[src/rtl/bfpr_pkg.sv]
// Shared types and constants of the boundary-first point renumbering unit.
// No dependencies; bfpr_clear, bfpr_update and the top level import this package.
`default_nettype none

package bfpr_pkg;

  // Field widths of the item and result ports.
  localparam int CMD_W   = 2;
  localparam int IDX_W   = 12;
  localparam int COUNT_W = 13;
  localparam int NUM_W   = 12;

  // Default map depth.
  localparam int MAX_POINTS_DEF = 4096;

  // Largest value a count register can hold.
  localparam logic [COUNT_W-1:0] COUNT_MAX = '1;

  // Item commands.
  typedef enum logic [CMD_W-1:0] {
    CMD_CLEAR    = 2'd0,
    CMD_BOUNDARY = 2'd1,
    CMD_INTERNAL = 2'd2,
    CMD_QUERY    = 2'd3
  } cmd_t;

  // One accepted item.
  typedef struct packed {
    cmd_t             cmd;
    logic [IDX_W-1:0] idx;
  } item_t;

  // One entry of the point map.
  typedef struct packed {
    logic             valid;
    logic             boundary;
    logic [NUM_W-1:0] number;
  } map_entry_t;

  localparam int ENTRY_W = $bits(map_entry_t);

  // Map write request from the update stage.
  typedef struct packed {
    logic             en;
    logic [IDX_W-1:0] addr;
    map_entry_t       data;
  } upd_wr_t;

  // One result item.
  typedef struct packed {
    logic               mapped;
    logic [IDX_W-1:0]   new_index;
    logic               ordered;
    logic [COUNT_W-1:0] icount;
    logic               error;
  } result_t;

endpackage

`default_nettype wire

[src/rtl/bfpr_clear.sv]
// Clearing sequencer: walks the whole point map once after reset and after a clear.
// Depends on bfpr_pkg for the default depth MAX_POINTS_DEF.
`default_nettype none

module bfpr_clear import bfpr_pkg::*; #(
  parameter int DEPTH = MAX_POINTS_DEF
) (
  input  wire logic                     clk,
  input  wire logic                     rst,
  input  wire logic                     kick,
  output      logic                     sweeping,
  output      logic [$clog2(DEPTH)-1:0] addr
);

  localparam int AW = $clog2(DEPTH);
  localparam logic [AW-1:0] LAST = AW'(DEPTH - 1);

  // One entry per cycle, from address zero to the last entry.
  always_ff @(posedge clk) begin
    if (rst || kick) begin
      sweeping <= 1'b1;
      addr     <= '0;
    end else if (sweeping) begin
      addr <= addr + AW'(1);
      if (addr == LAST) begin
        sweeping <= 1'b0;
      end
    end
  end

endmodule

`default_nettype wire

[config.mk]
export PLATFORM = sky130hd
export DESIGN_NAME = bfpr_clear
export DESIGN_NICKNAME = d
export VERILOG_FILES = /design/src/rtl/bfpr_pkg.sv /design/src/rtl/bfpr_clear.sv
export SDC_FILE = /design/constraint.sdc
export NUM_CORES = 1
export LEC_CHECK = 0
export ABC_AREA = 1
export BUFFER_PORTS_ARGS = -buffer_cell sky130_fd_sc_hd__buf_2
export CAP_MARGIN = 0
export CORE_AREA = 5 5 43 45
export CTS_CLUSTER_SIZE = 16
export DETAILED_ROUTE_END_ITERATION = 6
export DIE_AREA = 0 0 48 50
export HOLD_SLACK_MARGIN = 0.05
export PLACE_DENSITY = 0.72
export SYNTH_ARGS = -nofsm -noshare
export SYNTH_HDL_FRONTEND = slang
export SYNTH_SLANG_ARGS = --single-unit
[constraint.sdc]
create_clock -name clk -period 1.6 [get_ports clk]
set_clock_uncertainty 0.05 [all_clocks]
set_input_delay 0.32 -clock clk [delete_from_list [all_inputs] [get_ports clk]]
set_output_delay 0.32 -clock clk [all_outputs]
set_load 0.1 [all_outputs]
==> flow_metrics.tcl, run 1 <==
set metrics [dict create \
    synth_edf_count 0 \
    port_buffers 15 \
    async_reset_ff_share_pct 0 \
    crit_start "addr[10]$_SDFFE_PP0P_" \
    fillers 141 \
    cp.arrival_ns 1.12 \
    h-tree-depth 1 \
    worstSetupEndpointType "output port" \
    r2r-start "addr[0]$_SDFFE_PP0P_" \
    hold_viol 0 \
    rsz0062_at_grt "no" \
    critical_path.cell_chain "buf_2" \
    place_hpwl_um 987.9 \
    crit_required_ns 1.23 \
    coreArea_mm2 0.001436 \
    post_cts_buffers 0 \
    slew-limit-headroom_pct 67.64 \
    synth_seq_cells 13 \
    clk_latency_ns 0.27 \
    final_layout_size_suffix_gt1_share_pct 31.82 \
    final.period_utilization_pct 93.18 \
    fin_nets 115 \
    antenna_found_initial 0 \
    start_kind "register" \
    grtUsageTotal_pct 12.77 \
    crit_path_top_delay_cell "buf_2" \
    cp_top_family "buffers and inverters" \
    path_buf_inv 1 \
    dieArea_mm2 0.002400 \
    std_cell_rows 14 \
    detail_route.iter0.violations 17 \
    cp_max_fo 5 \
    drc 0 \
    gp_congestion 0.7350 \
    grt_pass1_vias 507 \
    place_inst 122 \
    leakage_nw 0.3385 \
    grt_pass1_wl_mm 2.228 \
    setup_tns_ns 0 \
    netlist.top_cell.by_area "dfxtp_1" \
    min_path_type "in -> reg" \
    cts_tree "yes" \
    seq_area_frac_synth_pct 42.45 \
    slowest_delay_ns 0.45 \
    post_cts_resized 0 \
    final_cell_count_no_fill 126 \
    synthFlopType "dfxtp_1" \
    die_h_um 50 \
    power_uw 570.0 \
    period_needed_ns 1.491 \
    grt_max_degree 14 \
    outcome "complete, no violations" \
    initial_core_util_pct 42.68 \
    ios 16 \
    ant_nets 0 \
    root_buffer "clkbuf_4" \
    wl_per_cell_um 10.85 \
    cts-hold-fix-buffers 0 \
    maxCapViolations 0 \
    tightest_slew_ns 0.4888 \
    clk_path_buf_depth 2 \
    die_w_um 48 \
    worst-setup-path-type "reg -> out" \
    pwr_density_cell_mw_per_mm2 761.9 \
    grt_overflow 0 \
    areaGrowthSynthToFinish_pct 22.04 \
    clk_pin_slew_ns 0.08 \
    clock_sinks 13 \
    wirelength_mm 1.367 \
    vias_per_cell 4.905 \
    detail_route.first_pass.iterations 4 \
    synthTopCellsByArea "dfxtp_1 42%, nand2_1 15%, nor2_1 13%" \
    yosysUniqueCellTypes 16 \
    yosysTopAreaCellShare_pct 42.45 \
    synth_nets 95 \
    synth_cells 91 \
    fmax_mhz 670.8 \
    cts_buffers 3 \
    ys_warn_count 0 \
    peakVddDrop_mv 0.3211 \
    hp-start "rst" \
    drv_slew 0 \
    synth_commonest_cells "24 x nand2_1, 21 x nor2_1, 13 x dfxtp_1" \
    vias 618 \
    yosysMostFrequentCell "nand2_1" \
    synth.cell_area_um2 613.1 \
    avgSynthCellArea_um2 6.737 \
    finalSetupViolations 0 \
    diodes 0 \
]
-- per-layer routing --
metal,share of wire (%),GRT usage (%)
met4,1.7,6.726
met3,4.3,3.273
met1,48,18.18
met2,46,16.96
met5,0,0
-- registers in the layout, indices dropped and copies added (netlist names) --
register and count:
addr 12, sweeping 1
-- area by class of cell --
class	count	area, um2	share of cell area, %
multi-input combinational	69	315.3	42.14
sequential	13	274.0	36.62
timing repair buffer	16	82.58	11.04
inverter	8	30.03	4.013
clock buffer	4	26.28	3.512
tap	16	20.02	2.676
-- stage by stage --
stage / setup WS (ns) / instance area (um2) / hold slack [ns] / util [%]
floorplan: 0.04701 / 626.9 / 0.4501 / -
global placement: 0.3958 / 721.9 / 0.3992 / 50.26
detailed placement: 0.4086 / 721.9 / 0.4222 / 50.26
CTS: 0.1072 / 748.2 / 0.3633 / 52.09
global route: 0.06179 / 748.2 / 0.3844 / 52.09
finish: 0.1091 / 748.2 / 0.3655 / 52.09
-- power breakdown --
| part | internal [mW] | leakage, nW | switching, mW |
|---|---|---|---|
| clock | 0.0965 | 0.0150 | 0.105 |
| sequential | 0.326 | 0.109 | 0.00230 |
| combinational | 0.00979 | 0.214 | 0.0305 |
| total | 0.432 | 0.339 | 0.138 |
-- cells in the final DEF, fill, tap and decap left out, drive strengths merged, types with 2 or more instances in the layout --
cell and n:
nand2 25, nor2 24, buf 16, dfxtp 13, inv 8, nand3 7
a21oi 4, o21ai 4, clkbuf 4, nand4 2
-- kinds of logic (layout without fill, tap and decap cells) --
family | Yosys count | count (layout) | share of synthesized area [%]
compound gates | 9 | 9 | 7.552
fa+ha+maj | 1 | 1 | 2.040
buf+inv | 9 | 28 | 6.123
flops | 13 | 13 | 42.45
simple gates | 59 | 59 | 41.84
-- final timing paths --
kind	to	slack [ns]	depth (start not counted)
setup reg to reg	addr[10]$_SDFFE_PP0P_	0.36	7
hold / removal	sweeping$_SDFF_PP1_	0.37	4
setup / recovery	addr[10]	0.11	1
hold reg to reg	addr[4]$_SDFFE_PP0P_	0.44	1
Note: power is estimated with default switching activity, not from simulation.
==> run 2, diff against run 1 <==
--- a/config.mk
+++ b/config.mk
@@ -12,8 +12,10 @@
 export CTS_CLUSTER_SIZE = 16
 export DETAILED_ROUTE_END_ITERATION = 6
 export DIE_AREA = 0 0 48 50
+export GPL_TIMING_DRIVEN = 0
 export HOLD_SLACK_MARGIN = 0.05
 export PLACE_DENSITY = 0.72
+export REMOVE_ABC_BUFFERS = 1
 export SYNTH_ARGS = -nofsm -noshare
 export SYNTH_HDL_FRONTEND = slang
 export SYNTH_SLANG_ARGS = --single-unit
==> flow_metrics.tcl, run 2 (synthesis results as in run 1) <==
set metrics [dict create \
    outcome "complete, no violations" \
    die_w_um 48 \
    rsz0062_at_grt "no" \
    finalSetupViolations 0 \
    drv_slew 0 \
    crit_required_ns 1.23 \
    grt_pass1_vias 503 \
    cp_max_fo 7 \
    period_needed_ns 1.549 \
    peakVddDrop_mv 0.3908 \
    cp.arrival_ns 1.18 \
    worstSetupEndpointType "output port" \
    min_path_type "in -> reg" \
    ant_nets 0 \
    power_uw 561.7 \
    diodes 0 \
    final.period_utilization_pct 96.81 \
    vias 608 \
    cts_buffers 3 \
    worst-setup-path-type "reg -> out" \
    cts_tree "yes" \
    fmax_mhz 645.6 \
    reg_top3 "addr (12), sweeping (1)" \
    ios 16 \
    dieArea_mm2 0.002400 \
    path_buf_inv 1 \
    critical_path.cell_chain "buf_2" \
    maxCapViolations 0 \
    clock_sinks 13 \
    fin_nets 114 \
    wirelength_mm 1.281 \
    slowest_delay_ns 0.47 \
    clk_pin_slew_ns 0.08 \
    cp_top_family "buffers and inverters" \
    holdWs_ns 0.3626 \
    top_register "addr" \
    layout_commonest_cell "nand2_1" \
    post_cts_buffers 0 \
    initial_core_util_pct 42.68 \
    grt_pass1_wl_mm 2.118 \
    leakage_nw 0.3310 \
    wl_per_cell_um 10.25 \
    port_buffers 15 \
    grtUsageTotal_pct 11.85 \
    detail_route.iter0.violations 3 \
    pwr_density_cell_mw_per_mm2 770.0 \
    root_buffer "clkbuf_4" \
    hold_viol 0 \
    gp_congestion 0.7348 \
    crit_path_top_delay_cell "buf_2" \
    clk_path_buf_depth 2 \
    tightest_slew_ns 0.7219 \
    std_cell_rows 14 \
    die_h_um 50 \
    slew-limit-headroom_pct 51.70 \
    final_cell_mix "24 x nand2_1, 21 x nor2_1, 14 x buf_2, 13 x dfxtp_1, 8 x inv_1" \
    clk_latency_ns 0.27 \
    place_hpwl_um 961.1 \
    cts-hold-fix-buffers 0 \
    grt_max_degree 14 \
    final_layout_size_suffix_gt1_share_pct 21.10 \
    detail_route.first_pass.iterations 4 \
    vias_per_cell 4.864 \
    antenna_found_initial 0 \
    coreArea_mm2 0.001436 \
    areaGrowthSynthToFinish_pct 18.98 \
    drc 0 \
    post_cts_resized 0 \
    grt_overflow 0 \
    h-tree-depth 1 \
    start_kind "register" \
    largest_reg_flops 12 \
]
==> run 2: changes by cell type in the layout (fill, tap and decap cells not counted) <==
cell / previous run / this run
buf_4: 1 / 0
clkbuf_4: 3 / 4
dfxtp_1: 2 / 13
buf_2: 15 / 14
dfxtp_2: 11 / 0
==> run 2: per-layer routing <==
layer | vias to the layer above | GRT usage, % | share of wire [%]
met5 | - | 0 | 0
met4 | 0 | 5.381 | 1.8
met3 | 2 | 3.273 | 3.7
met2 | 11 | 18.06 | 47
met1 | 269 | 14.87 | 48
li1 | 326 | - | -
==> run 2: final timing paths <==
path                                            from                     to  slack (ns)  cells after the start
worst max-delay path            addr[3]$_SDFFE_PP0P_                addr[3]        0.05                      1
worst min-delay path                             rst    sweeping$_SDFF_PP1_        0.36                      3
worst max register to register  addr[1]$_SDFFE_PP0P_  addr[10]$_SDFFE_PP0P_        0.32                      7
worst min register to register  addr[4]$_SDFFE_PP0P_   addr[4]$_SDFFE_PP0P_        0.46                      1
==> run 2: metrics by stage <==
stage          worst slack, ns  instances  area, um2  util, %  setup TNS (ns)
2_1_floorplan          -0.3506         90      605.6        -          -3.102
3_3_place_gp            0.1416        121      700.7    48.78               0
3_5_place_dp            0.1235        121      700.7    48.78               0
4_1_cts                0.03930        125      726.9    50.61               0
5_1_grt                0.01078        125      729.5    50.78               0
6_report               0.05100        125      729.5    50.78               0
==> run 2: cell type report <==
class | count | area (um2)
multi-input cells | 69 | 315.3
repair buffers | 15 | 77.57
flip-flops and latches | 13 | 260.3
clock buffers | 4 | 26.28
well taps | 16 | 20.02
inverters | 8 | 30.03
fillers | 166 | 706.9
==> run 2: power by group <==
group / internal (mW) / total, mW / switching (mW) / leakage (nW)
clock: 0.0963 / 0.196 / 0.0999 / 0.0150
sequential: 0.326 / 0.328 / 0.00227 / 0.105
combinational: 0.00810 / 0.0376 / 0.0295 / 0.211
==> run 2: worst register-to-register path, cell delays in order, from the launching register on <==
cell     delay, ns
dfxtp_1       0.38
ha_1          0.19
nand2_1       0.11
nor2_2        0.16
nand3_1       0.12
nand2_1       0.07
nand2_1       0.04
nor2_1        0.10
==> run 3, diff against run 2 <==
--- a/config.mk
+++ b/config.mk
@@ -9,6 +9,7 @@
 export BUFFER_PORTS_ARGS = -buffer_cell sky130_fd_sc_hd__buf_2
 export CAP_MARGIN = 0
 export CORE_AREA = 5 5 43 45
+export CTS_BUF_LIST = sky130_fd_sc_hd__clkbuf_4
 export CTS_CLUSTER_SIZE = 16
 export DETAILED_ROUTE_END_ITERATION = 6
 export DIE_AREA = 0 0 48 50
==> flow_metrics.tcl, run 3 (synthesis results as in run 1) <==
set metrics [dict create \
    outcome "complete, no violations" \
    antenna_found_initial 0 \
    port_buffers 15 \
    root_buffer "clkbuf_4" \
    clk_pin_slew_ns 0.08 \
    maxCapViolations 0 \
    cp_top_family "buffers and inverters" \
    regArea_um2 260.3 \
    final.period_utilization_pct 96.67 \
    h-tree-depth 1 \
    areaGrowthSynthToFinish_pct 19.59 \
    start_kind "register" \
    grtUsageMet1_pct 14.44 \
    cts-hold-fix-buffers 0 \
    final_cell_mix "24 x nand2_1, 21 x nor2_1, 14 x buf_2, 13 x dfxtp_1, 8 x inv_1" \
    grt_overflow 0 \
    leakage_nw 0.3344 \
    finalCoreUtilization_pct 51.05 \
    detail_route.first_pass.iterations 3 \
    place_inst 121 \
    finalSetupViolations 0 \
    cts_tree "yes" \
    placed_area_um2 700.7 \
    clock_sinks 13 \
    detail_route.iter0.violations 1 \
    grt_max_degree 14 \
    coreArea_mm2 0.001436 \
    clk_latency_ns 0.27 \
    initial_core_util_pct 42.68 \
    ant_nets 0 \
    std_cell_rows 14 \
    min_path_type "in -> reg" \
    multi_input_area_um2 315.3 \
    grtUsageTotal_pct 11.85 \
    busiest_layer "met2" \
    cp.arrival_ns 1.18 \
    slew-limit-headroom_pct 52.12 \
    design_area_um2 733.2 \
    path_buf_inv 1 \
    critical_path.cell_chain "buf_2" \
    cts_buffers 3 \
    fin_nets 114 \
    post_cts_buffers 0 \
    worstSetupEndpointType "output port" \
    wirelength_mm 1.279 \
    clk_path_buf_depth 2 \
    largest_reg_flops 12 \
    die_w_um 48 \
    post_cts_resized 0 \
    gp_congestion 0.7348 \
    grt_pass1_wl_mm 2.118 \
    layout_commonest_cell "nand2_1" \
    crit_path_top_delay_cell "buf_2" \
    period_needed_ns 1.547 \
    reg_top3 "addr (12), sweeping (1)" \
    dieArea_mm2 0.002400 \
    worst-setup-path-type "reg -> out" \
    fmax_mhz 646.5 \
    die_h_um 50 \
    wl_per_cell_um 10.23 \
    pwr_density_cell_mw_per_mm2 792.4 \
    power_uw 581.0 \
    tightest_slew_ns 0.7155 \
    vias_per_cell 4.816 \
    rsz0062_at_grt "no" \
    drc 0 \
    hold_viol 0 \
    use_met3_pct 3.273 \
    ios 16 \
    peakVddDrop_mv 0.3938 \
    diodes 0 \
    grtUsageMet2_pct 18.50 \
    final_cell_count_no_fill 125 \
    vias 602 \
    grt_pass1_vias 510 \
    final_layout_size_suffix_gt1_share_pct 22.02 \
    slowest_delay_ns 0.47 \
    crit_required_ns 1.23 \
    fillers 165 \
    top_register "addr" \
    place_hpwl_um 961.1 \
    cp_max_fo 7 \
    drv_slew 0 \
]
## run 3: cell types whose count changed in the layout (fill, tap and decap cells not counted)
cell      change
clkbuf_4      +1
clkbuf_1      -1
## run 3: where the power goes
| group | internal (mW) | switching, mW |
|---|---|---|
| registers | 0.326 | 0.00227 |
| clock network | 0.113 | 0.102 |
| logic | 0.00810 | 0.0294 |
| total | 0.447 | 0.134 |
## run 3: routing by layer
metal / up-vias / wire [um]
li1: 326 / -
met1: 265 / 610
met2: 9 / 599
met3: 2 / 45
met4: 0 / 23
met5: - / 0
## run 3: worst paths after layout
path / from / end / slack (ns) / cells after the start
worst max-delay path: addr[3]$_SDFFE_PP0P_ / addr[3] / 0.05 / 1
worst min register to register: addr[4]$_SDFFE_PP0P_ / addr[4]$_SDFFE_PP0P_ / 0.46 / 1
worst max register to register: addr[0]$_SDFFE_PP0P_ / addr[10]$_SDFFE_PP0P_ / 0.32 / 7
worst min-delay path: rst / sweeping$_SDFF_PP1_ / 0.36 / 3
## run 3: worst register-to-register path, cell delays in order (launching register included)
cell,delay [ns]
dfxtp_1,0.37
ha_1,0.19
nand2_1,0.11
nor2_2,0.16
nand3_1,0.12
nand2_1,0.07
nand2_1,0.04
nor2_1,0.10
## run 3: cell type report
| cell class | instances | share of cell area [%] |
|---|---|---|
| clock buffer | 4 | 4.096 |
| timing repair buffer | 15 | 10.58 |
| inverter | 8 | 4.096 |
| multi-input combinational | 69 | 43.00 |
| sequential | 13 | 35.49 |
| tap | 16 | 2.730 |
## run 3: metrics by stage
step / hold slack [ns] / setup WS (ns) / TNS (ns)
after floorplan: 0.4850 / -0.3506 / -3.102
after global routing: 0.4044 / 0.01252 / 0
after global placement: 0.4295 / 0.1416 / 0
final: 0.3612 / 0.05331 / 0
after detailed placement: 0.4394 / 0.1235 / 0
after CTS: 0.3608 / 0.03930 / 0
