[config.mk]
export PLATFORM = sky130hd
export DESIGN_NAME = bfpr_update
export DESIGN_NICKNAME = d
export VERILOG_FILES = /design/src/rtl/bfpr_pkg.sv /design/src/rtl/bfpr_update.sv
export SDC_FILE = /design/constraint.sdc
export NUM_CORES = 1
export LEC_CHECK = 0
export ABC_CLOCK_PERIOD_IN_PS = 8530
export BUFFER_PORTS_ARGS = -buffer_cell sky130_fd_sc_hd__buf_2
export CORE_MARGIN = 2
export CORE_UTILIZATION = 30
export DETAILED_ROUTE_END_ITERATION = 6
export GPL_TIMING_DRIVEN = 0
export PLACE_DENSITY = 0.58
export SYNTH_ARGS = -nofsm -noshare
export SYNTH_HDL_FRONTEND = slang
export SYNTH_SLANG_ARGS = --single-unit
[constraint.sdc]
create_clock -name clk -period 8.53 [get_ports clk]
set_input_delay 1.2795 -clock clk [delete_from_list [all_inputs] [get_ports clk]]
set_output_delay 1.2795 -clock clk [all_outputs]
set_load 0.05 [all_outputs]
[src/rtl/bfpr_pkg.sv]
// Shared types and constants of the boundary-first point renumbering unit.
// No dependencies; bfpr_clear, bfpr_update and the top level import this package.
`default_nettype none

package bfpr_pkg;

  // Field widths of the item and result ports.
  localparam int CMD_W   = 2;
  localparam int IDX_W   = 12;
  localparam int COUNT_W = 13;
  localparam int NUM_W   = 12;

  // Default map depth.
  localparam int MAX_POINTS_DEF = 4096;

  // Largest value a count register can hold.
  localparam logic [COUNT_W-1:0] COUNT_MAX = '1;

  // Item commands.
  typedef enum logic [CMD_W-1:0] {
    CMD_CLEAR    = 2'd0,
    CMD_BOUNDARY = 2'd1,
    CMD_INTERNAL = 2'd2,
    CMD_QUERY    = 2'd3
  } cmd_t;

  // One accepted item.
  typedef struct packed {
    cmd_t             cmd;
    logic [IDX_W-1:0] idx;
  } item_t;

  // One entry of the point map.
  typedef struct packed {
    logic             valid;
    logic             boundary;
    logic [NUM_W-1:0] number;
  } map_entry_t;

  localparam int ENTRY_W = $bits(map_entry_t);

  // Map write request from the update stage.
  typedef struct packed {
    logic             en;
    logic [IDX_W-1:0] addr;
    map_entry_t       data;
  } upd_wr_t;

  // One result item.
  typedef struct packed {
    logic               mapped;
    logic [IDX_W-1:0]   new_index;
    logic               ordered;
    logic [COUNT_W-1:0] icount;
    logic               error;
  } result_t;

endpackage

`default_nettype wire

[src/rtl/bfpr_update.sv]
// Update stage: decides the new map entry, the counters and the result of one item.
// Depends on bfpr_pkg for the item, entry, write and result types.
`default_nettype none

module bfpr_update import bfpr_pkg::*; #(
  parameter int MAX_POINTS = MAX_POINTS_DEF
) (
  input  wire logic               clk,
  input  wire logic               rst,
  input  wire logic [COUNT_W-1:0] point_count,
  input  wire logic               stage_valid,
  input  wire item_t              stage_item,
  input  wire map_entry_t         entry,
  output      upd_wr_t            wr,
  output      logic               done,
  output      result_t            res
);

  localparam logic [COUNT_W-1:0] MAX_CLIP =
    (MAX_POINTS > int'(COUNT_MAX)) ? COUNT_MAX : COUNT_W'(MAX_POINTS);

  logic [COUNT_W-1:0] boundary_seen, boundary_seen_next;
  logic [COUNT_W-1:0] internal_seen, internal_seen_next;
  logic               ordered_flag, ordered_flag_next;
  logic               internal_phase, internal_phase_next;
  result_t            res_next;

  logic [COUNT_W-1:0] eff_count;
  logic [COUNT_W-1:0] icount;
  logic [COUNT_W-1:0] icount_after;
  logic [COUNT_W-1:0] idx_ext;
  logic               is_clear;
  logic               err;
  logic               new_b;
  logic               new_i;
  map_entry_t         sel;

  // Effective point count and the internal count before this item.
  always_comb begin
    eff_count = (point_count > MAX_CLIP) ? MAX_CLIP : point_count;
    icount    = (boundary_seen > eff_count) ? '0 : eff_count - boundary_seen;
    idx_ext   = COUNT_W'(stage_item.idx);
  end

  // Classification of the item and the map write it causes.
  always_comb begin
    is_clear = stage_item.cmd == CMD_CLEAR;
    err      = !is_clear && ((idx_ext >= eff_count) ||
               (stage_item.cmd == CMD_BOUNDARY && internal_phase));
    new_b    = stage_valid && !is_clear && !err &&
               stage_item.cmd == CMD_BOUNDARY && !entry.valid;
    new_i    = stage_valid && !is_clear && !err &&
               stage_item.cmd == CMD_INTERNAL && !entry.valid;

    wr.en   = new_b || new_i;
    wr.addr = stage_item.idx;
    wr.data.valid    = 1'b1;
    wr.data.boundary = new_b;
    wr.data.number   = new_b ? boundary_seen[NUM_W-1:0] : internal_seen[NUM_W-1:0];
  end

  // Next counters, flags and the result item.
  always_comb begin
    boundary_seen_next  = boundary_seen;
    internal_seen_next  = internal_seen;
    ordered_flag_next   = ordered_flag;
    internal_phase_next = internal_phase;
    icount_after        = icount;
    sel                 = entry;
    res_next            = res;

    if (new_b) begin
      boundary_seen_next = boundary_seen + COUNT_W'(1);
      icount_after       = (icount == '0) ? '0 : icount - COUNT_W'(1);
    end
    if (new_i) begin
      internal_seen_next = internal_seen + COUNT_W'(1);
      if (idx_ext >= icount) begin
        ordered_flag_next = 1'b0;
      end
    end
    if (stage_valid && !is_clear && !err && stage_item.cmd == CMD_INTERNAL) begin
      internal_phase_next = 1'b1;
    end
    if (wr.en) begin
      sel = wr.data;
    end

    if (stage_valid) begin
      if (is_clear) begin
        boundary_seen_next  = '0;
        internal_seen_next  = '0;
        ordered_flag_next   = 1'b1;
        internal_phase_next = 1'b0;
        res_next.mapped     = 1'b0;
        res_next.new_index  = '0;
        res_next.ordered    = 1'b1;
        res_next.icount     = eff_count;
        res_next.error      = 1'b0;
      end else begin
        res_next.mapped    = !err && sel.valid;
        res_next.new_index = '0;
        if (!err && sel.valid) begin
          res_next.new_index = sel.boundary ?
                               sel.number + icount_after[NUM_W-1:0] : sel.number;
        end
        res_next.ordered = ordered_flag_next;
        res_next.icount  = icount_after;
        res_next.error   = err;
      end
    end
  end

  // State registers and the result register.
  always_ff @(posedge clk) begin
    if (rst) begin
      boundary_seen  <= '0;
      internal_seen  <= '0;
      ordered_flag   <= 1'b1;
      internal_phase <= 1'b0;
      done           <= 1'b0;
    end else begin
      boundary_seen  <= boundary_seen_next;
      internal_seen  <= internal_seen_next;
      ordered_flag   <= ordered_flag_next;
      internal_phase <= internal_phase_next;
      done           <= stage_valid;
    end
  end

  always_ff @(posedge clk) begin
    res <= res_next;
  end

endmodule

`default_nettype wire

==> results of run 1 <==
==> where the power goes <==
| part | leakage, nW | switching [mW] | internal (mW) |
|---|---|---|---|
| Clock | 0.0874 | 0.0980 | 0.145 |
| Sequential | 0.508 | 0.00358 | 0.300 |
| Combinational | 2.00 | 0.222 | 0.120 |
| Total | 2.60 | 0.323 | 0.565 |
==> worst register-to-register path: cells and delay by family (launching register included) <==
family,cells,cell delay (ps)
compound gates,8,2220
fa+ha+maj,3,1040
buf+inv,3,710
flops,1,360
mux,2,410
simple gates,6,1350
==> area by class of cell <==
| type | count | area (um2) |
|---|---|---|
| inverter | 45 | 169 |
| timing repair buffer | 98 | 490 |
| buffer | 34 | 185 |
| sequential | 56 | 1400 |
| fill | 1717 | 10500 |
| multi-input combinational | 469 | 3220 |
| tap | 220 | 275 |
| clock buffer | 8 | 179 |
==> kinds of logic after synthesis <==
| logic type | after synthesis |
|---|---|
| DFF | 56 |
| buffers and inverters | 79 |
| other | 1 |
| and+or+nand+nor | 214 |
| muxes | 22 |
| xor gates and xnor gates | 37 |
| adders and majority gates | 54 |
| AOI/OAI and AO/OA | 141 |
==> registers in the layout, indices dropped and copies added, names as in the netlist <==
signal and count:
boundary_seen 13, done 1, internal_phase 1, internal_seen 12, ordered_flag 1, res 28
==> what timing repair did <==
item / 4_1_cts / 5_1_grt
resized for setup: 0 / 1
endpoints found under the setup margin: 0 / 1
hold endpoints to repair: 0 / 0
==> cell usage after synthesis (3+ instances only) <==
cell type / count
nor2_1: 75
nand2_1: 54
ha_1: 52
inv_1: 44
a21oi_1: 34
o21ai_0: 29
dfxtp_1: 28
edfxtp_1: 28
xnor2_1: 24
nand2b_1: 20
a21o_1: 17
mux2_2: 15
buf_4: 14
clkbuf_1: 12
xor2_1: 12
a31oi_1: 11
nor3_1: 11
nand3_1: 9
nand4_1: 8
a211oi_1: 7
o31ai_1: 7
and3_1: 6
mux2i_1: 6
o21ai_1: 6
or3_1: 6
nor4_1: 5
a211oi_2: 4
buf_1: 4
buf_2: 4
nor3b_1: 4
o21a_1: 4
and4_1: 3
o21bai_1: 3
==> layer usage <==
layer | vias to the layer above | part of all wire (%)
met4 | 0 | 2.3
met3 | 23 | 3.8
met5 | - | 0
met1 | 2079 | 45
met2 | 113 | 49
li1 | 2334 | -
==> cell usage in the layout (no fill, tap or decap), types with 6 or more instances in the layout <==
master / netlist / routed
xor2_1: 12 / 12
ha_1: 52 / 52
edfxtp_1: 28 / 28
a211oi_1: 7 / 7
mux2i_1: 6 / 6
buf_2: 4 / 102
o31ai_1: 7 / 7
or3_1: 6 / 6
o21ai_0: 29 / 29
clkbuf_16: 0 / 7
mux2_2: 15 / 15
inv_1: 44 / 44
nor2_1: 75 / 75
nand4_1: 8 / 8
o21ai_1: 6 / 6
and3_1: 6 / 6
dfxtp_1: 28 / 28
a31oi_1: 11 / 11
nand2b_1: 20 / 20
a21oi_1: 34 / 34
a21o_1: 17 / 17
clkbuf_1: 12 / 13
nand3_1: 9 / 9
xnor2_1: 24 / 24
nand2_1: 54 / 54
buf_4: 14 / 14
nor3_1: 11 / 11
==> stage by stage <==
step | instances | hold slack, ps | power (mW) | instance area [um2] | setup slack, ps
2_1_floorplan | 604 | 458 | 0.565 | 4970 | 2070
3_3_place_gp | 922 | 472 | 0.648 | 5740 | 547
3_5_place_dp | 922 | 483 | 0.649 | 5740 | 498
4_1_cts | 930 | 491 | 0.890 | 5910 | 798
5_1_grt | 930 | 524 | 0.936 | 5920 | 269
6_report | 930 | 486 | 0.889 | 5920 | 945
==> path summary, 6_finish.rpt <==
| kind | end | startpoint | slack (ps) |
|---|---|---|---|
| min | internal_seen[10] | internal_seen[10] | 490 |
| max reg2reg | res[26] | boundary_seen[4] | 2200 |
| max | res[26] | point_count[12] | 950 |
| min reg2reg | internal_seen[10] | internal_seen[10] | 490 |
==> Flow_metrics.wiki, run 1 <==
{| class="wikitable"
! Metric !! Value
|-
| Post-CTS Repair Setup Buffers || 0
|-
| Yosys top cell area share || 16.9%
|-
| Worst slew pin tran || 806 ps
|-
| Maximum achievable frequency || 0.132 GHz
|-
| Cell type with the highest aggregate area in the netlist || edfxtp_1
|-
| Sequential element share of the synthesized area || 28.2%
|-
| Met1 Track Usage GR || 20.8%
|-
| Final hold violations || 0
|-
| Maximum clock insertion buffer count || 2
|-
| Buffers & Inverters on Critical Path || 5
|-
| Count of warnings emitted by yosys || 0
|-
| Setup repair after global routing missed its margin || no
|-
| Family of cells with the greatest summed delay on the critical path || compound AO/OA/AOI/OAI gates
|-
| Biggest fanout along the worst timing path || 10
|-
| Number of H-tree branching levels || 2
|-
| Initial standard-cell utilization of the core || 30.3%
|-
| Clock buffers created by TritonCTS || 5
|-
| Fraction of the mapped netlist area in compound gates || 18.5%
|-
| Adder and majority gate portion of the synthesized area || between 10% and 20%
|-
| Hold_buf cts || 0
|-
| Synth unique cells || 62
|-
| Instance count on the critical path || 26
|-
| TritonCTS clock tree || built
|-
| Share of final-layout standard cells stronger than drive strength 1 || a little over a fifth
|-
| Clock root buffer master || clkbuf_16
|-
| Die Height || around 130 um
|-
| Synth area leaders || edfxtp_1 (17%), ha_1 (13%), dfxtp_1 (11%)
|-
| Worst hold path stage count || 2
|-
| Core footprint || 16,400 um2
|-
| Path depth of the worst reg2reg path || 22
|-
| Main combinational cell family by area after synthesis || simple AND/OR/NAND/NOR gates
|-
| Die ar. || 17,600 um2
|-
| Number of cells produced by synthesis || 604
|-
| Clk slew on worst S/H paths || 80 ps
|-
| Mapped Avg Cell Area || just over 8 um2
|-
| Share of the cycle needed by the critical path after routing || 88.9%
|-
| Ant. Diodes || 0
|-
| Initial antenna violation count || 0
|-
| Kind of end point of the critical path || register
|-
| Mux share of post-synthesis cell area || under 10%
|-
| Rel. slew slack || 46.2%
|-
| Net count, final || 807
|-
| Status || finished, violations left
|-
| Global-route total usage across every layer || 16.1%
|-
| Placed wire-length estimate after detailed placement || roughly 12,000 um
|-
| Net count after synthesis || 702
|-
| Power density over cell area || 150 nW/um2
|-
| Fraction of met2 tracks used by global routing || 28.0%
|-
| Detailed-route wire length || around 14,000 um
|-
| Width of the chip || 133 um
|-
| Data required time of the worst path || 8570 ps
|-
| Post-synthesis async set-or-reset flop share || 0%
|-
| Post-DR wirelength/cell || around 15 um
|-
| Global Route met3 Usage || 1.69%
|-
| Category of the most critical setup path || in2reg
|-
| Cell row count || 47
|-
| DR vias || 4,549
|-
| Global route overflow || 0
|-
| CP most frequent cell || ha_1
|-
| Number of vias per cell after detailed routing || 4.89
|-
| Cell type of the slowest stage on the worst timing path || o41ai_1
|-
| Data arrival time of the worst path || 7620 ps
|-
| Fin Clk Skew || approximately 7.8 ps
|-
| Static Leak || between 2 and 3 nW
|-
| Global-route wire length before repair || 22,400 um
|-
| Synth Area in Simple Gates || 20.6%
|-
| Iteration-0 DRC count of the detailed router || 314
|-
| Largest net degree at the start of global routing || 35
|-
| Count of flip-flops with a built-in enable after synthesis || 28
|-
| Number of clock sinks seen by CTS || 56
|-
| Setup Total Neg Slack || 0 ps
|-
| Number of I/O pins || 100
|-
| Final core occ || around 36%
|-
| Violated checks || design-rule violations
|-
| Final setup violation count || 0
|-
| Class of the tightest hold or removal check || reg2reg
|-
| Final max-slew violation count || 0
|-
| Min Clock Period, post-route || roughly 7600 ps
|-
| Residual DRC || 2
|-
| Area added between synthesis and finish || 19.1%
|-
| Worst-case vdd ir drop || 0.0000793 V
|-
| Number of maximum-capacitance constraint violations || 0
|-
| CP Launch Type || input port
|-
| RePlAce Congestion || 0.906
|-
| Slowest stage delay, CP || 660 ps
|-
| Length of the first detailed-routing pass in iterations || 7
|-
| Number of global-route vias before repair || roughly 4,100
|-
| Most used routing layer in global routing || met2
|-
| Synth Flop Type || edfxtp_1
|-
| Post-Syn Area || 4970 um2
|-
| Post-synthesis register bit count || 56
|-
| Latest clock arrival within the worst-skew pair || 300 ps
|-
| Number of port buffers || 98
|-
| Post-DRT Antenna Nets || 0
|-
| Fraction of synthesized cell area in xor and xnor cells || 6.67%
|}
Note: power is estimated with default switching activity, not from simulation.
==> run 2, diff against run 1 <==
--- a/config.mk
+++ b/config.mk
@@ -8,10 +8,10 @@
 export ABC_CLOCK_PERIOD_IN_PS = 8530
 export BUFFER_PORTS_ARGS = -buffer_cell sky130_fd_sc_hd__buf_2
 export CORE_MARGIN = 2
-export CORE_UTILIZATION = 30
+export CORE_UTILIZATION = 50
 export DETAILED_ROUTE_END_ITERATION = 6
 export GPL_TIMING_DRIVEN = 0
-export PLACE_DENSITY = 0.58
+export PLACE_DENSITY = 0.83
 export SYNTH_ARGS = -nofsm -noshare
 export SYNTH_HDL_FRONTEND = slang
 export SYNTH_SLANG_ARGS = --single-unit
==> Flow_metrics.wiki, run 2 (synthesized netlist as in run 1, its figures left out) <==
{| class="wikitable"
! Metric !! Value
|-
| Largest register FFs || 28
|-
| Clk slew on worst S/H paths || about 120 ps
|-
| Setup slack, reg-to-reg || 1950 ps
|-
| Share of the cycle needed by the critical path after routing || 91.2%
|-
| Number of vias per cell after detailed routing || 5.68
|-
| Worst slew pin tran || 832 ps
|-
| Worst-case vdd ir drop || 0.0000834 V
|-
| Number of I/O pins || 100
|-
| Setup crit end || res[26]
|-
| Top library cells by usage in the layout, fill and taps aside || buf_2 (102), nor2_1 (75), nand2_1 (54), ha_1 (52), inv_1 (44)
|-
| Static Leak || about 2.6 nW
|-
| Die ar. || 10,800 um2
|-
| Cell type of the slowest stage on the worst timing path || nor4_1
|-
| Placed wire-length estimate after detailed placement || ~11,000 um
|-
| Kind of end point of the critical path || register
|-
| Destination of the worst register-to-register timing path || res[26]
|-
| Core footprint || about 9700 um2
|-
| Setup repair after global routing missed its margin || no
|-
| Final setup violation count || 0
|-
| Final core occ || 58.8%
|-
| Post-DRT Antenna Nets || 0
|-
| Length of the first detailed-routing pass in iterations || 5
|-
| Clock root buffer master || clkbuf_8
|-
| Class of the tightest hold or removal check || reg2reg
|-
| Number of port buffers || 98
|-
| Detailed-route wire length || 13,700 um
|-
| Initial antenna violation count || 0
|-
| Ant. Diodes || 0
|-
| Regs by FF count || res: 28 flops, boundary_seen: 13 flops, internal_seen: 12 flops
|-
| Net count, final || 807
|-
| Resized cells post-CTS || 0
|-
| Min Clock Period, post-route || 7780 ps
|-
| Biggest fanout along the worst timing path || 10
|-
| Fin Clk Skew || 22.6 ps
|-
| Number of H-tree branching levels || 2
|-
| CP most frequent cell || ha_1
|-
| Data arrival time of the worst path || 7970 ps
|-
| Path depth of the worst reg2reg path || 23
|-
| Width of the chip || 104 um
|-
| Hold_buf cts || 0
|-
| Iteration-0 DRC count of the detailed router || about 340
|-
| Number of global-route vias before repair || 4,487
|-
| Global-route wire length before repair || 22,100 um
|-
| Area added between synthesis and finish || 15.1%
|-
| Global-route total usage across every layer || 25.5%
|-
| Residual DRC || 0
|-
| Cell row count || 36
|-
| Power density over cell area || 142 nW/um2
|-
| Most frequent standard cell in the layout excluding fill and tap cells || buf_2
|-
| Share of final-layout standard cells stronger than drive strength 1 || between 20% and 30%
|-
| Rel. slew slack || 44.0%
|-
| Startpoint of the lowest-slack register-to-register path || boundary_seen[6]
|-
| Post-CTS Repair Setup Buffers || 0
|-
| Data required time of the worst path || 8720 ps
|-
| Number of maximum-capacitance constraint violations || 0
|-
| Number of clock sinks seen by CTS || 56
|-
| RePlAce Congestion || 0.961
|-
| TritonCTS clock tree || built
|-
| Total Power Consumption || 0.811 mW
|-
| Category of the most critical setup path || in2reg
|-
| Slowest stage delay, CP || 760 ps
|-
| Most flops, register || res
|-
| Maximum achievable frequency || 0.128 GHz
|-
| Maximum clock insertion buffer count || 2
|-
| Clock buffers created by TritonCTS || 5
|-
| Instance count on the critical path || 26
|-
| Final hold violations || 0
|-
| Final max-slew violation count || 0
|-
| Status || finished, final reports clean
|-
| Die Height || 104 um
|-
| Largest net degree at the start of global routing || 35
|-
| Setup Total Neg Slack || 0 ps
|-
| Launching instance or port of the critical path || point_count[12]
|-
| CP Launch Type || input port
|-
| Buffers & Inverters on Critical Path || 5
|-
| DR vias || between 4,000 and 5,000
|-
| Latest clock arrival within the worst-skew pair || between 300 and 400 ps
|-
| Family of cells with the greatest summed delay on the critical path || compound AO/OA/AOI/OAI gates
|-
| Post-DR wirelength/cell || 16.2 um
|-
| Global route overflow || 0
|-
| Initial standard-cell utilization of the core || between 50% and 60%
|}
## run 2: final cells by class
type	instances	area, um2
inverter	45	169
fill	890	4010
clock buffer	5	68.8
clock inverter	3	26.3
timing repair buffer	98	490
sequential	56	1400
buffer	34	185
multi-input combinational	469	3210
tap	133	166
## run 2: report_power, final
group          switching (mW)  total [mW]  internal [mW]
clock network          0.0994       0.160         0.0609
registers             0.00342       0.304          0.300
logic                   0.226       0.347          0.121
total                   0.329       0.811          0.482
## run 2: worst min-delay path by stage
| stage | startpoint | end | depth (start not counted) |
|---|---|---|---|
| 2_1_floorplan | internal_seen[10] | internal_seen[10] | 2 |
| 3_3_place_gp | internal_seen[10] | internal_seen[10] | 2 |
| 3_5_place_dp | internal_seen[10] | internal_seen[10] | 2 |
| 4_1_cts | internal_seen[10] | internal_seen[10] | 2 |
| 5_1_grt | internal_seen[10] | internal_seen[10] | 2 |
| 6_report | internal_seen[10] | internal_seen[10] | 2 |
## run 2: layer usage
layer  wire [um]  vias to the layer above  GRT usage, %
met5           0                        -             0
met4         528                        0          10.8
met3         874                       37          3.96
met2        6410                      181          42.7
met1        5870                     2234          32.8
li1            -                     2336             -
## run 2: stage by stage
step / setup WS, ps / instances / hold slack (ps) / area (um2)
2_1_floorplan: 2070 / 604 / 458 / 4970
3_3_place_gp: 763 / 835 / 468 / 5630
3_5_place_dp: 604 / 835 / 480 / 5630
4_1_cts: 915 / 843 / 498 / 5720
5_1_grt: 171 / 843 / 540 / 5720
6_report: 747 / 843 / 500 / 5720
## run 2: tightest hold or removal path, delay by kind of cell, from the launching register on
kind | cells | cell delay, ps
flip-flops | 1 | 340
AO/OA/AOI/OAI | 2 | 130
==> run 3, diff against run 2 <==
--- a/config.mk
+++ b/config.mk
@@ -10,7 +10,6 @@
 export CORE_MARGIN = 2
 export CORE_UTILIZATION = 50
 export DETAILED_ROUTE_END_ITERATION = 6
-export GPL_TIMING_DRIVEN = 0
 export PLACE_DENSITY = 0.83
 export SYNTH_ARGS = -nofsm -noshare
 export SYNTH_HDL_FRONTEND = slang
==> Flow_metrics.wiki, run 3 (synthesized netlist as in run 1, its figures left out) <==
{| class="wikitable"
! Metric !! Value
|-
| Largest register FFs || 28
|-
| Die Height || 104 um
|-
| Area added between synthesis and finish || 12.7%
|-
| Global route overflow || 0
|-
| Die ar. || ~11,000 um2
|-
| Number of maximum-capacitance constraint violations || 0
|-
| Number of port buffers || 98
|-
| Min Clock Period, post-route || ~7100 ps
|-
| Clk slew on worst S/H paths || 100 ps
|-
| Biggest fanout along the worst timing path || 16
|-
| Instance count on the critical path || 23
|-
| Post-DRT Antenna Nets || 0
|-
| Global-route wire length before repair || 23,500 um
|-
| Share of the cycle needed by the critical path after routing || 83.6%
|-
| Setup repair after global routing missed its margin || no
|-
| CP most frequent cell || ha_1
|-
| Combined flip-flop and latch cell area || 1400 um2
|-
| RePlAce Congestion || 0.944
|-
| Path depth of the worst reg2reg path || 20
|-
| Category of the most critical setup path || in2reg
|-
| Length of the first detailed-routing pass in iterations || 4
|-
| Initial antenna violation count || 0
|-
| Regs by FF count || res: 28 flops, boundary_seen: 13 flops, internal_seen: 12 flops
|-
| Most frequent standard cell in the layout excluding fill and tap cells || buf_2
|-
| Global-route total usage across every layer || 27.2%
|-
| Most flops, register || res
|-
| Cell type of the slowest stage on the worst timing path || nor4_2
|-
| Start point of the worst hold path || internal_seen[10]
|-
| Cell row count || 36
|-
| Worst hold path stage count || 2
|-
| Endpoint with the worst hold slack || internal_seen[10]
|-
| Static Leak || 2.49 nW
|-
| Final setup violation count || 0
|-
| Number of I/O pins || 100
|-
| Share of final-layout standard cells stronger than drive strength 1 || 20.5%
|-
| Area of all placed cells without fillers || 5600 um2
|-
| Maximum achievable frequency || 0.140 GHz
|-
| Core footprint || slightly below 10,000 um2
|-
| Hold_buf cts || 0
|-
| Iteration-0 DRC count of the detailed router || between 200 and 300
|-
| Data required time of the worst path || around 8600 ps
|-
| Rel. slew slack || 25.6%
|-
| Final setup margin || about 1400 ps
|-
| Resized cells post-CTS || 0
|-
| Area used by multi-input combinational logic || 3220 um2
|-
| Ordered list of cells on the worst path || buf_2 -> nand2b_1 -> inv_1 -> ha_1 -> a211oi_2 -> o21bai_1 -> a21oi_4 -> o21ai_2 -> nand2_1 -> ha_1 -> nand2_1 -> nor4_2 -> nor2_1 -> ha_1 -> a211oi_1 -> o21bai_1 -> a31oi_1 -> o22ai_1 -> o41ai_1 -> nor3_1 -> mux2_4 -> nor4_2 -> mux2i_1
|-
| Post-CTS Repair Setup Buffers || 0
|-
| Post-DR wirelength/cell || 17.7 um
|-
| Fin Clk Skew || between 10 and 15 ps
|-
| Net count, final || 779
|-
| Worst slew pin tran || between 1000 and 1500 ps
|-
| Status || finished, final reports clean
|-
| Data arrival time of the worst path || 7190 ps
|-
| DR vias || between 4,000 and 5,000
|-
| Final max-slew violation count || 0
|-
| TritonCTS clock tree || built
|-
| Placed wire-length estimate after detailed placement || 11,700 um
|-
| Initial standard-cell utilization of the core || 51.1%
|-
| Worst-case vdd ir drop || 0.0000770 V
|-
| CP Launch Type || input port
|-
| Largest net degree at the start of global routing || 35
|-
| Number of fillers in the final layout || between 900 and 1,000
|-
| Destination of the worst register-to-register timing path || res[26]
|-
| Number of H-tree branching levels || 2
|-
| Number of clock sinks seen by CTS || 56
|-
| Final hold violations || 0
|-
| Pre-CTS setup slack || 1180 ps
|-
| Startpoint of the lowest-slack register-to-register path || boundary_seen[0]
|-
| Number of global-route vias before repair || around 4,600
|-
| Setup slack, reg-to-reg || between 2000 and 2500 ps
|-
| Kind of end point of the critical path || register
|-
| Power density over cell area || about 150 nW/um2
|-
| Buffers & Inverters on Critical Path || 2
|-
| Detailed-route wire length || 14,400 um
|-
| Slowest stage delay, CP || 960 ps
|-
| Top library cells by usage in the layout, fill and taps aside || buf_2 (98), nor2_1 (75), nand2_1 (54), ha_1 (52), inv_1 (44)
|-
| Clock root buffer master || clkbuf_8
|-
| Family of cells with the greatest summed delay on the critical path || compound AO/OA/AOI/OAI gates
|-
| Setup Total Neg Slack || 0 ps
|-
| Total Power Consumption || 0.819 mW
|-
| Latest clock arrival within the worst-skew pair || 310 ps
|-
| Class of the tightest hold or removal check || reg2reg
|-
| Maximum clock insertion buffer count || 2
|-
| Residual DRC || 0
|-
| Number of vias per cell after detailed routing || 5.81
|-
| Width of the chip || around 100 um
|-
| Clock buffers created by TritonCTS || 5
|-
| Ant. Diodes || 0
|-
| Cell area reported after detailed placement || 5490 um2
|}
[run 3: per-layer routing]
metal | part of all wire (%) | routed length, um | global-route usage, %
met1 | 42 | 6060 | 34.9
met2 | 48 | 6910 | 46.5
met3 | 6.3 | 900 | 3.40
met4 | 3.6 | 522 | 10.7
met5 | 0 | 0 | 0
[run 3: tightest hold or removal path: stages (launching register included)]
cell	delay (ps)
dfxtp_1	330
o21ai_0	70
a21oi_1	60
[run 3: worst max path at each step]
| stage | endpoint | from |
|---|---|---|
| 3_3_place_gp | res[26] | point_count[12] |
| 4_1_cts | res[26] | point_count[12] |
| 2_1_floorplan | res[26] | point_count[12] |
| 6_report | res[26] | point_count[12] |
| 5_1_grt | res[26] | point_count[12] |
| 3_5_place_dp | res[26] | point_count[12] |
[run 3: per-stage QoR]
step,utilization [%],hold slack [ps],cells
4_1_cts,57.5,501,815
3_3_place_gp,56.5,467,807
6_report,57.5,504,815
3_5_place_dp,56.5,487,807
2_1_floorplan,-,458,604
5_1_grt,57.5,526,815
[run 3: cell type report]
cell class / instances / area share (%)
clock inverter: 1 / 0.536
inverter: 45 / 3.02
sequential: 56 / 25.0
tap: 133 / 2.97
clock buffer: 7 / 1.36
multi-input combinational: 469 / 57.5
timing repair buffer: 104 / 9.56
[run 3: power breakdown]
| group | internal [mW] | total, mW | switching, mW |
|---|---|---|---|
| clock | 0.0881 | 0.173 | 0.0849 |
| combinational | 0.117 | 0.342 | 0.225 |
| sequential | 0.300 | 0.304 | 0.00358 |
